`src/hw/rtl/mjfe_pkg.sv`:
```
// ----------------------------------------------------------------------------
// mjfe_pkg
// shared types and constants of the mjpeg frame extractor
// ----------------------------------------------------------------------------
package mjfe_pkg;

	localparam int COUNT_W = 21;
	localparam logic [COUNT_W-1:0] MAX_RESET = 21'd1048576;
	localparam int QUEUE_DEPTH_DEF = 3;

	localparam logic [7:0] MARK_LEAD = 8'hff;
	localparam logic [7:0] MARK_SOI  = 8'hd8;
	localparam logic [7:0] MARK_EOI  = 8'hd9;

	typedef struct packed {
		logic [7:0] frame_byte;
		logic       frame_end;
		logic       overflow;
		logic       run_last;
	} result_t;

	// up to two results written into the result queue in one cycle
	typedef struct packed {
		logic [1:0] n;
		result_t    first;
		result_t    second;
	} push_t;

endpackage

```
`src/hw/rtl/mjfe_result_queue.sv`:
```
// ----------------------------------------------------------------------------
// mjfe_result_queue
// shifting result queue, takes up to two results a cycle, hands out one
// ----------------------------------------------------------------------------
module mjfe_result_queue #(
	parameter int DEPTH = mjfe_pkg::QUEUE_DEPTH_DEF,
	localparam int CNT_W = $clog2(DEPTH + 1)
) (
	input  logic               clk,
	input  logic               arst_n,
	input  mjfe_pkg::push_t    push,
	input  logic               pop,
	output mjfe_pkg::result_t  head,
	output logic [CNT_W-1:0]   occupancy
);

	mjfe_pkg::result_t entry_q [DEPTH];
	mjfe_pkg::result_t entry_d [DEPTH];
	logic [CNT_W-1:0]  count_q;
	logic [CNT_W-1:0]  count_d;
	logic [CNT_W-1:0]  base;

	always_comb begin
		base = count_q - CNT_W'(pop);
		for (int i = 0; i < DEPTH; i++) begin
			entry_d[i] = entry_q[i];
			if (pop && i < DEPTH - 1) begin
				entry_d[i] = entry_q[i+1];
			end
			if (push.n != 2'd0 && CNT_W'(i) == base) begin
				entry_d[i] = push.first;
			end else if (push.n == 2'd2 && CNT_W'(i) == base + CNT_W'(1)) begin
				entry_d[i] = push.second;
			end
		end
		count_d = base + CNT_W'(push.n);
	end

	always_ff @(posedge clk or negedge arst_n) begin
		if (!arst_n) begin
			count_q <= '0;
		end else begin
			count_q <= count_d;
		end
	end

	always_ff @(posedge clk) begin
		for (int i = 0; i < DEPTH; i++) begin
			entry_q[i] <= entry_d[i];
		end
	end

	assign head      = entry_q[0];
	assign occupancy = count_q;

	a_no_overfill: assert property (@(posedge clk) disable iff (!arst_n)
		count_q <= CNT_W'(DEPTH))
		else $error("result queue over its depth");

	a_pop_nonempty: assert property (@(posedge clk) disable iff (!arst_n)
		pop |-> count_q != '0)
		else $error("pop from empty result queue");

	a_count_track: assert property (@(posedge clk) disable iff (!arst_n)
		(!pop && push.n == 2'd0) |=> $stable(count_q))
		else $error("queue count moved without push or pop");

endmodule

```
`src/hw/rtl/mjpeg_frame_extractor.sv`:
```
// ----------------------------------------------------------------------------
// mjpeg_frame_extractor
// cuts jpeg frames (ff d8 .. ff d9) out of a raw mjpeg byte stream
// ----------------------------------------------------------------------------
// The slave channel takes one raw stream byte per transaction in
// s_axis_tdata. The master channel gives the frame bytes: tuser flags the
// closing d9 (frame end) or an aborted frame (overflow), tlast marks the last
// result caused by one input byte. Bytes outside a frame give no result; the
// start marker gives two results, ff then d8.
// cfg_wr_en/cfg_wr_data set the frame length limit; the user writes it only
// while idle, the block itself does not enforce this. An accepted byte
// passes the input register, then the result queue, to the master side.
// Throughput: one byte per cycle while the result queue has room; a start
// marker gives an extra result, absorbed by the queue of QUEUE_DEPTH entries.
// A byte waiting in the input register moves on when the queue has room
// for all its results, so s_axis_tready never depends on m_axis_tready
// in the same cycle; when the receiver stalls the queue fills and then the
// input stalls.
// Reset clears the scan state, the byte count and the queue, and sets the
// limit to 1048576 bytes.
// ----------------------------------------------------------------------------
module mjpeg_frame_extractor #(
	parameter int QUEUE_DEPTH = mjfe_pkg::QUEUE_DEPTH_DEF
) (
	input  logic                         clk,
	input  logic                         arst_n,
	input  logic                         cfg_wr_en,
	input  logic [mjfe_pkg::COUNT_W-1:0] cfg_wr_data,  // max_frame_bytes
	input  logic                         s_axis_tvalid,
	output logic                         s_axis_tready,
	input  logic [7:0]                   s_axis_tdata,  // [7:0] stream_byte
	output logic                         m_axis_tvalid,
	input  logic                         m_axis_tready,
	output logic [7:0]                   m_axis_tdata,  // [7:0] frame_byte
	output logic [1:0]                   m_axis_tuser,  // [0] frame_end, [1] overflow
	output logic                         m_axis_tlast   // run_last
);

	localparam int CNT_W = $clog2(QUEUE_DEPTH + 1);
	localparam int COUNT_W = mjfe_pkg::COUNT_W;

	localparam logic [1:0] PH_HUNT    = 2'd0;
	localparam logic [1:0] PH_HUNT_FF = 2'd1;
	localparam logic [1:0] PH_DATA    = 2'd2;
	localparam logic [1:0] PH_DATA_FF = 2'd3;

	logic               in_valid_s1;
	logic [7:0]         in_byte_s1;
	logic [1:0]         phase_q;
	logic [COUNT_W-1:0] frame_cnt_q;
	logic [COUNT_W-1:0] max_q;

	logic [1:0]         phase_d;
	logic [COUNT_W-1:0] frame_cnt_d;
	logic [COUNT_W-1:0] cnt_inc;
	mjfe_pkg::push_t    step;
	mjfe_pkg::push_t    push;
	mjfe_pkg::result_t  head;
	logic [CNT_W-1:0]   occupancy;
	logic [CNT_W-1:0]   free_slots;
	logic               advance;

	always_comb begin
		phase_d     = phase_q;
		frame_cnt_d = frame_cnt_q;
		cnt_inc     = frame_cnt_q + COUNT_W'(1);
		step.n      = 2'd0;
		step.first  = '{frame_byte: in_byte_s1, frame_end: 1'b0, overflow: 1'b0,
			run_last: 1'b1};
		step.second = '{frame_byte: mjfe_pkg::MARK_SOI, frame_end: 1'b0,
			overflow: 1'b0, run_last: 1'b1};
		case (phase_q)
			PH_HUNT: begin
				if (in_byte_s1 == mjfe_pkg::MARK_LEAD) begin
					phase_d = PH_HUNT_FF;
				end
			end
			PH_HUNT_FF: begin
				// a second ff falls back to plain hunting
				if (in_byte_s1 == mjfe_pkg::MARK_SOI) begin
					phase_d                  = PH_DATA;
					frame_cnt_d              = COUNT_W'(2);
					step.n                   = 2'd2;
					step.first.frame_byte    = mjfe_pkg::MARK_LEAD;
					step.first.run_last      = 1'b0;
				end else begin
					phase_d = PH_HUNT;
				end
			end
			default: begin
				step.n      = 2'd1;
				frame_cnt_d = cnt_inc;
				if (cnt_inc >= max_q) begin
					phase_d             = PH_HUNT;
					frame_cnt_d         = '0;
					step.first.overflow = 1'b1;
				end else if (phase_q == PH_DATA_FF) begin
					if (in_byte_s1 == mjfe_pkg::MARK_EOI) begin
						phase_d              = PH_HUNT;
						frame_cnt_d          = '0;
						step.first.frame_end = 1'b1;
					end else begin
						phase_d = PH_DATA;
					end
				end else if (in_byte_s1 == mjfe_pkg::MARK_LEAD) begin
					phase_d = PH_DATA_FF;
				end
			end
		endcase
	end

	assign free_slots    = CNT_W'(QUEUE_DEPTH) - occupancy;
	assign advance       = in_valid_s1 && (free_slots >= CNT_W'(step.n));
	assign s_axis_tready = !in_valid_s1 || advance;

	always_comb begin
		push   = step;
		if (!advance) begin
			push.n = 2'd0;
		end
	end

	always_ff @(posedge clk or negedge arst_n) begin
		if (!arst_n) begin
			in_valid_s1 <= 1'b0;
			phase_q     <= PH_HUNT;
			frame_cnt_q <= '0;
			max_q       <= mjfe_pkg::MAX_RESET;
		end else begin
			if (s_axis_tready) begin
				in_valid_s1 <= s_axis_tvalid;
			end
			if (advance) begin
				phase_q     <= phase_d;
				frame_cnt_q <= frame_cnt_d;
			end
			if (cfg_wr_en) begin
				max_q <= cfg_wr_data;
			end
		end
	end

	always_ff @(posedge clk) begin
		if (s_axis_tvalid && s_axis_tready) begin
			in_byte_s1 <= s_axis_tdata;
		end
	end

	mjfe_result_queue #(
		.DEPTH(QUEUE_DEPTH)
	) u_queue (
		.clk       (clk),
		.arst_n    (arst_n),
		.push      (push),
		.pop       (m_axis_tvalid && m_axis_tready),
		.head      (head),
		.occupancy (occupancy)
	);

	assign m_axis_tvalid = occupancy != '0;
	assign m_axis_tdata  = head.frame_byte;
	assign m_axis_tuser  = {head.overflow, head.frame_end};
	assign m_axis_tlast  = head.run_last;

	a_hunt_count_zero: assert property (@(posedge clk) disable iff (!arst_n)
		(phase_q == PH_HUNT || phase_q == PH_HUNT_FF) |-> frame_cnt_q == '0)
		else $error("byte count not zero while hunting");

	a_soi_enters_frame: assert property (@(posedge clk) disable iff (!arst_n)
		(push.n == 2'd2) |=> (phase_q == PH_DATA && frame_cnt_q == COUNT_W'(2)))
		else $error("start marker did not open a frame");

	a_close_to_hunt: assert property (@(posedge clk) disable iff (!arst_n)
		(push.n != 2'd0 && (push.first.frame_end || push.first.overflow))
		|=> (phase_q == PH_HUNT && frame_cnt_q == '0))
		else $error("frame close did not return to hunting");

	a_no_result_hunting: assert property (@(posedge clk) disable iff (!arst_n)
		(advance && phase_q == PH_HUNT) |-> push.n == 2'd0)
		else $error("result produced while hunting");

endmodule
```
`config.mk`:
```
export PLATFORM = sky130hd
export DESIGN_NAME = mjpeg_frame_extractor
export DESIGN_NICKNAME = d
export VERILOG_FILES = /design/src/hw/rtl/mjfe_pkg.sv /design/src/hw/rtl/mjfe_result_queue.sv /design/src/hw/rtl/mjpeg_frame_extractor.sv
export SDC_FILE = /design/constraint.sdc
export NUM_CORES = 1
export LEC_CHECK = 0
export BUFFER_PORTS_ARGS = -buffer_cell sky130_fd_sc_hd__buf_2
export CAP_MARGIN = 10
export CORE_MARGIN = 1.5
export CORE_UTILIZATION = 59
export CTS_CLUSTER_DIAMETER = 100
export DETAILED_ROUTE_END_ITERATION = 12
export HOLD_SLACK_MARGIN = 0.1
export PLACE_DENSITY = 0.8
export SLEW_MARGIN = 10
export SYNTH_ARGS = -nofsm -noshare
export SYNTH_HDL_FRONTEND = slang
export SYNTH_SLANG_ARGS = --single-unit
export TNS_END_PERCENT = 5
```
`constraint.sdc`:
```
create_clock -name clk -period 4.3 [get_ports clk]
set_input_delay 0.215 -clock clk [delete_from_list [all_inputs] [get_ports clk]]
set_output_delay 0.215 -clock clk [all_outputs]
set_load 0.02 [all_outputs]
```
==> results.md <==
- The met3 wire length is 411 µm.
- The max-capacitance violation count is 0.
- The final-stage net count is 559.
- The TritonCTS buffer count is 9.
- The number of buffers inserted by hold repair at cts is 31.
- The floorplan step defined a die boundary enclosing 8420 µm².
- The flow ran to the end, and the final reports show no timing, DRC or antenna violations.
- In this run the static leakage power is 2.38 nW.
- The setup total negative slack is 0 ns.
- The worst setup path is captured at a flip-flop.
- The power per standard cell area is 534 nW/µm².
- Between clock sinks in the finished design, the worst skew comes to 0.0101 ns.
- The library cell occupying the most area in the post-synthesis netlist is edfxtp_1.
- For the pin with the worst max-slew slack, the measured transition is 1.03 ns.
- For this design the total switching power over the nets is 1.09 mW.
- Synthesis handed over a netlist of 435 instances.
- The number of pins exceeding their max-slew limit in the final report is 0.
- Of the cells placed in the final design, the portion with a size suffix greater than 1 is 0.181.
- The number of vias after detailed routing is 3425.
- The synthesized-area fraction occupied by adder cells is 0.0700.
- Of the total power, registers draw 0.439.
- Gates resized during post-CTS repair numbered 0.
- Of the available clock period, the critical path in the final layout requires 0.903.
- Summing all non-filler instances in the final layout gives an area of 5370 µm².
- The most common cell in the synthesized netlist is nand2_1.
- Dividing the detail-routed via count by the number of cells gives 5.65.
- The detail route stage leaves a number of antenna-violating nets equal to 0.
- The post-synthesis compound-gate area fraction was 0.155.
- The buffer depth of the longest clock path is 2.
- The largest voltage drop on the vdd net is 0.292 mV.
- Yosys mapped a number of flops with a built-in enable equal to 41.
- The first global-routing pass estimated 15700 µm of wire.
- During I/O placement, the number of pins put on the boundary was 47.
- The floorplan die width is 91.8 µm.
- The leading register cell type out of synthesis is dfrtp_1.
- The share of the synthesized area in the top cell type is 0.265.
- After synthesis the cells add up to 4650 µm².
- The data arrival at the endpoint of the critical path is 3.99 ns.
- The type of the worst min-delay path is in2reg.
- The largest fanout on the critical path is 14.
- The area of placed instances is 4870 µm².
- In the post-route analysis, the smallest setup slack over all paths is 0.417 ns.
- The first-pass detailed-route iteration total is 5.
- The height of the die is 91.8 µm.
- The final weighted congestion in routability-driven placement is 0.894.
- Measured against its own limit, the worst slew margin works out to 0.313.
- The total count of hold-check failures in the final report is 0.
- The sequential element share of the synthesized area is 0.518.
- Derived from the worst setup path, the maximum achievable clock frequency is 258 MHz.
- The initial utilization of the core area, before any placement, comes to 0.605.
- The worst path needs 3.88 ns of the cycle, external delays included.
- Across all hold checks on the routed design, the worst slack comes to 0.315 ns.
- CTS placed an instance of clkbuf_8 at the clock tree root.
- The layout has 578 filler cells.
- The global-route usage over all layers is 0.238.
- In the final layout, flip-flops and latches occupy 2410 µm².
- The HPWL after detailed placement is 6360 µm.
- The number of distinct library cell variants in the gate-level netlist after synthesis is 55.
- The worst setup path is launched from a flip-flop.
- Entering global routing, the biggest net connects 48 pins.
- Sorting the synthesized cells by area gives the leading types as edfxtp_1 (26%), dfrtp_1 (25%), ha_1 (7.0%).
- The mux share of post-synthesis cell area is 0.00242.
- The critical path is of the reg2reg type.
- The routed wirelength normalized by instance count is 15.2 µm.
- After the first detailed-routing iteration, the DRC count stood at 189.
- The number of nets in the synthesized netlist is 495.
- In the final routing, the length of wire on met1 measures 4290 µm.
- Data on the critical path is required at its endpoint by 4.41 ns.
- The xor and xnor area share after synthesis is 0.0301.
- The number of levels the H-tree was split into is 3.
- The number of antenna diodes in the final layout is 0.
- The remaining design rule violation count is 0.
- The synthesized area per cell is 10.7 µm².
- The number of setup buffers added after CTS is 0.
- The fraction of power consumed by combinational cells is 0.365.
- The total internal power is 1.77 mW.
- The multi-input combinational cell area is 1970 µm².
- In the synthesized netlist the async set-or-reset flop fraction comes to 0.534.
- Global routing finished with a remaining overflow of 0.
- The count of yosys warnings during synthesis is 0.
- By count the netlist is led by nand2_1 (61), dfrtp_1 (46), edfxtp_1 (41), o21ai_0 (33), inv_1 (31).
- The floorplan has 32 rows.
- The number of global-route vias before repair was 3449.
- The number of antenna violations at the first check in global routing is 0.
- The share of total power dissipated in the clock network is 0.196.
- Of the total power, the share spent switching nets is 0.381.
- Setup violations remaining at the end of the flow were counted as 0.
- TritonCTS built the clock tree.
- Setup repair after global routing left no endpoint under its margin.
- By area, the combinational part of the netlist is dominated by simple AND/OR/NAND/NOR gates.
- CTS saw 88 sinks.
- The clock transition at the registers of the reported paths is 0.10 ns.
- The synthesized design contains 88 register bits.
- The met2 layer wire length in the routed design is 4350 µm.
- The setup check on the worst reg-to-reg path leaves a slack of 0.42 ns.
- The highest layer used for signal routing is met4.
- OpenSTA, run right after detailed placement, puts the worst setup slack at 0.475 ns.
- Relative to the synthesized area, the layout overhead comes to 15.6%.
- The final layout contains routed wiring with a total length of 9200 µm.
- The core region is 7690 µm².
- The number of buffers added on ports is 46.
- Of the total synthesized cell area, the portion taken by AND, OR, NAND and NOR gates is 0.166.
- The clock latency of the later-clocked register in the worst-skew pair is 0.37 ns.
-- layout by cell type (no fill, tap or decap), types with 10 or more instances in the layout --
cell type | netlist | final
a21oi_1 | 10 | 10
a22o_1 | 11 | 11
buf_2 | 3 | 46
dfrtp_1 | 46 | 46
dlygate4sd3_1 | 0 | 31
edfxtp_1 | 41 | 41
ha_1 | 26 | 26
inv_1 | 31 | 31
nand2_1 | 61 | 61
nand4_1 | 10 | 10
nor2_1 | 21 | 21
o21ai_0 | 33 | 33
xnor2_1 | 12 | 12
-- metal layers --
layer  GRT usage  up-vias
li1            -     1672
met1       0.327     1653
met2       0.377       87
met3      0.0390       13
met4       0.101        0
met5           0        -
-- registers in the layout, indices dropped and copies added, names as in the netlist --
register,count
u_queue.entry_q,33
frame_cnt_q,21
max_q,21
in_byte_s1,8
phase_q,2
u_queue.occupancy,2
in_valid_s1,1
-- power groups by stage --
stage / clock network [mW] / logic (mW) / registers [mW]
after global routing: 0.606 / 1.16 / 1.28
after CTS: 0.570 / 1.04 / 1.26
final: 0.562 / 1.05 / 1.26
after floorplan: 0 / 0.838 / 1.25
after global placement: 0 / 0.976 / 1.26
after detailed placement: 0 / 1.01 / 1.28
-- metrics by stage --
step           std cells  total power [mW]   util
4_1_cts              606              2.87  0.699
6_report             606              2.87  0.699
3_3_place_gp         559              2.24  0.634
2_1_floorplan        435              2.09      -
5_1_grt              606              3.05  0.699
3_5_place_dp         559              2.29  0.634
-- critical path, stage by stage (launching register included) --
cell and delay [ns]:
dfrtp_1 0.43, ha_1 0.33, nand2_1 0.12, nor4_2 0.53
and3_1 0.27, nand2b_1 0.13, nand2_1 0.06, ha_1 0.29
nand4_1 0.14, nor2_1 0.07, a221o_1 0.30, a31o_2 0.34
o21ai_0 0.45, o21ai_0 0.17
-- cells by family (layout without fill, tap and decap cells) --
| kind of cell | after synthesis | count (layout) |
|---|---|---|
| muxes | 1 | 1 |
| buffers and inverters | 58 | 127 |
| DFF | 88 | 88 |
| xor gates and xnor gates | 16 | 16 |
| adders and majority gates | 26 | 26 |
| and+or+nand+nor | 145 | 145 |
| AOI/OAI and AO/OA | 101 | 101 |
-- final timing paths --
check                                startpoint                endpoint  depth (start not counted)
max in group asynchronous                arst_n          frame_cnt_q[1]                          2
worst min-delay path                  cfg_wr_en               max_q[20]                          3
worst min register to register  frame_cnt_q[20]         frame_cnt_q[20]                          1
worst max-delay path             frame_cnt_q[0]  u_queue.entry_q[0][12]                         13
worst max register to register   frame_cnt_q[0]  u_queue.entry_q[0][12]                         13
min in group asynchronous                arst_n               max_q[19]                          2
-- layout make-up --
class | instances | area share
repair buffers | 79 | 0.103
well taps | 102 | 0.0237
flip-flops and latches | 88 | 0.448
clock buffers | 9 | 0.0231
multi-input cells | 289 | 0.366
inverters | 32 | 0.0224
clock inverters | 7 | 0.0128
No activity file was read; power rests on OpenSTA's default activity.
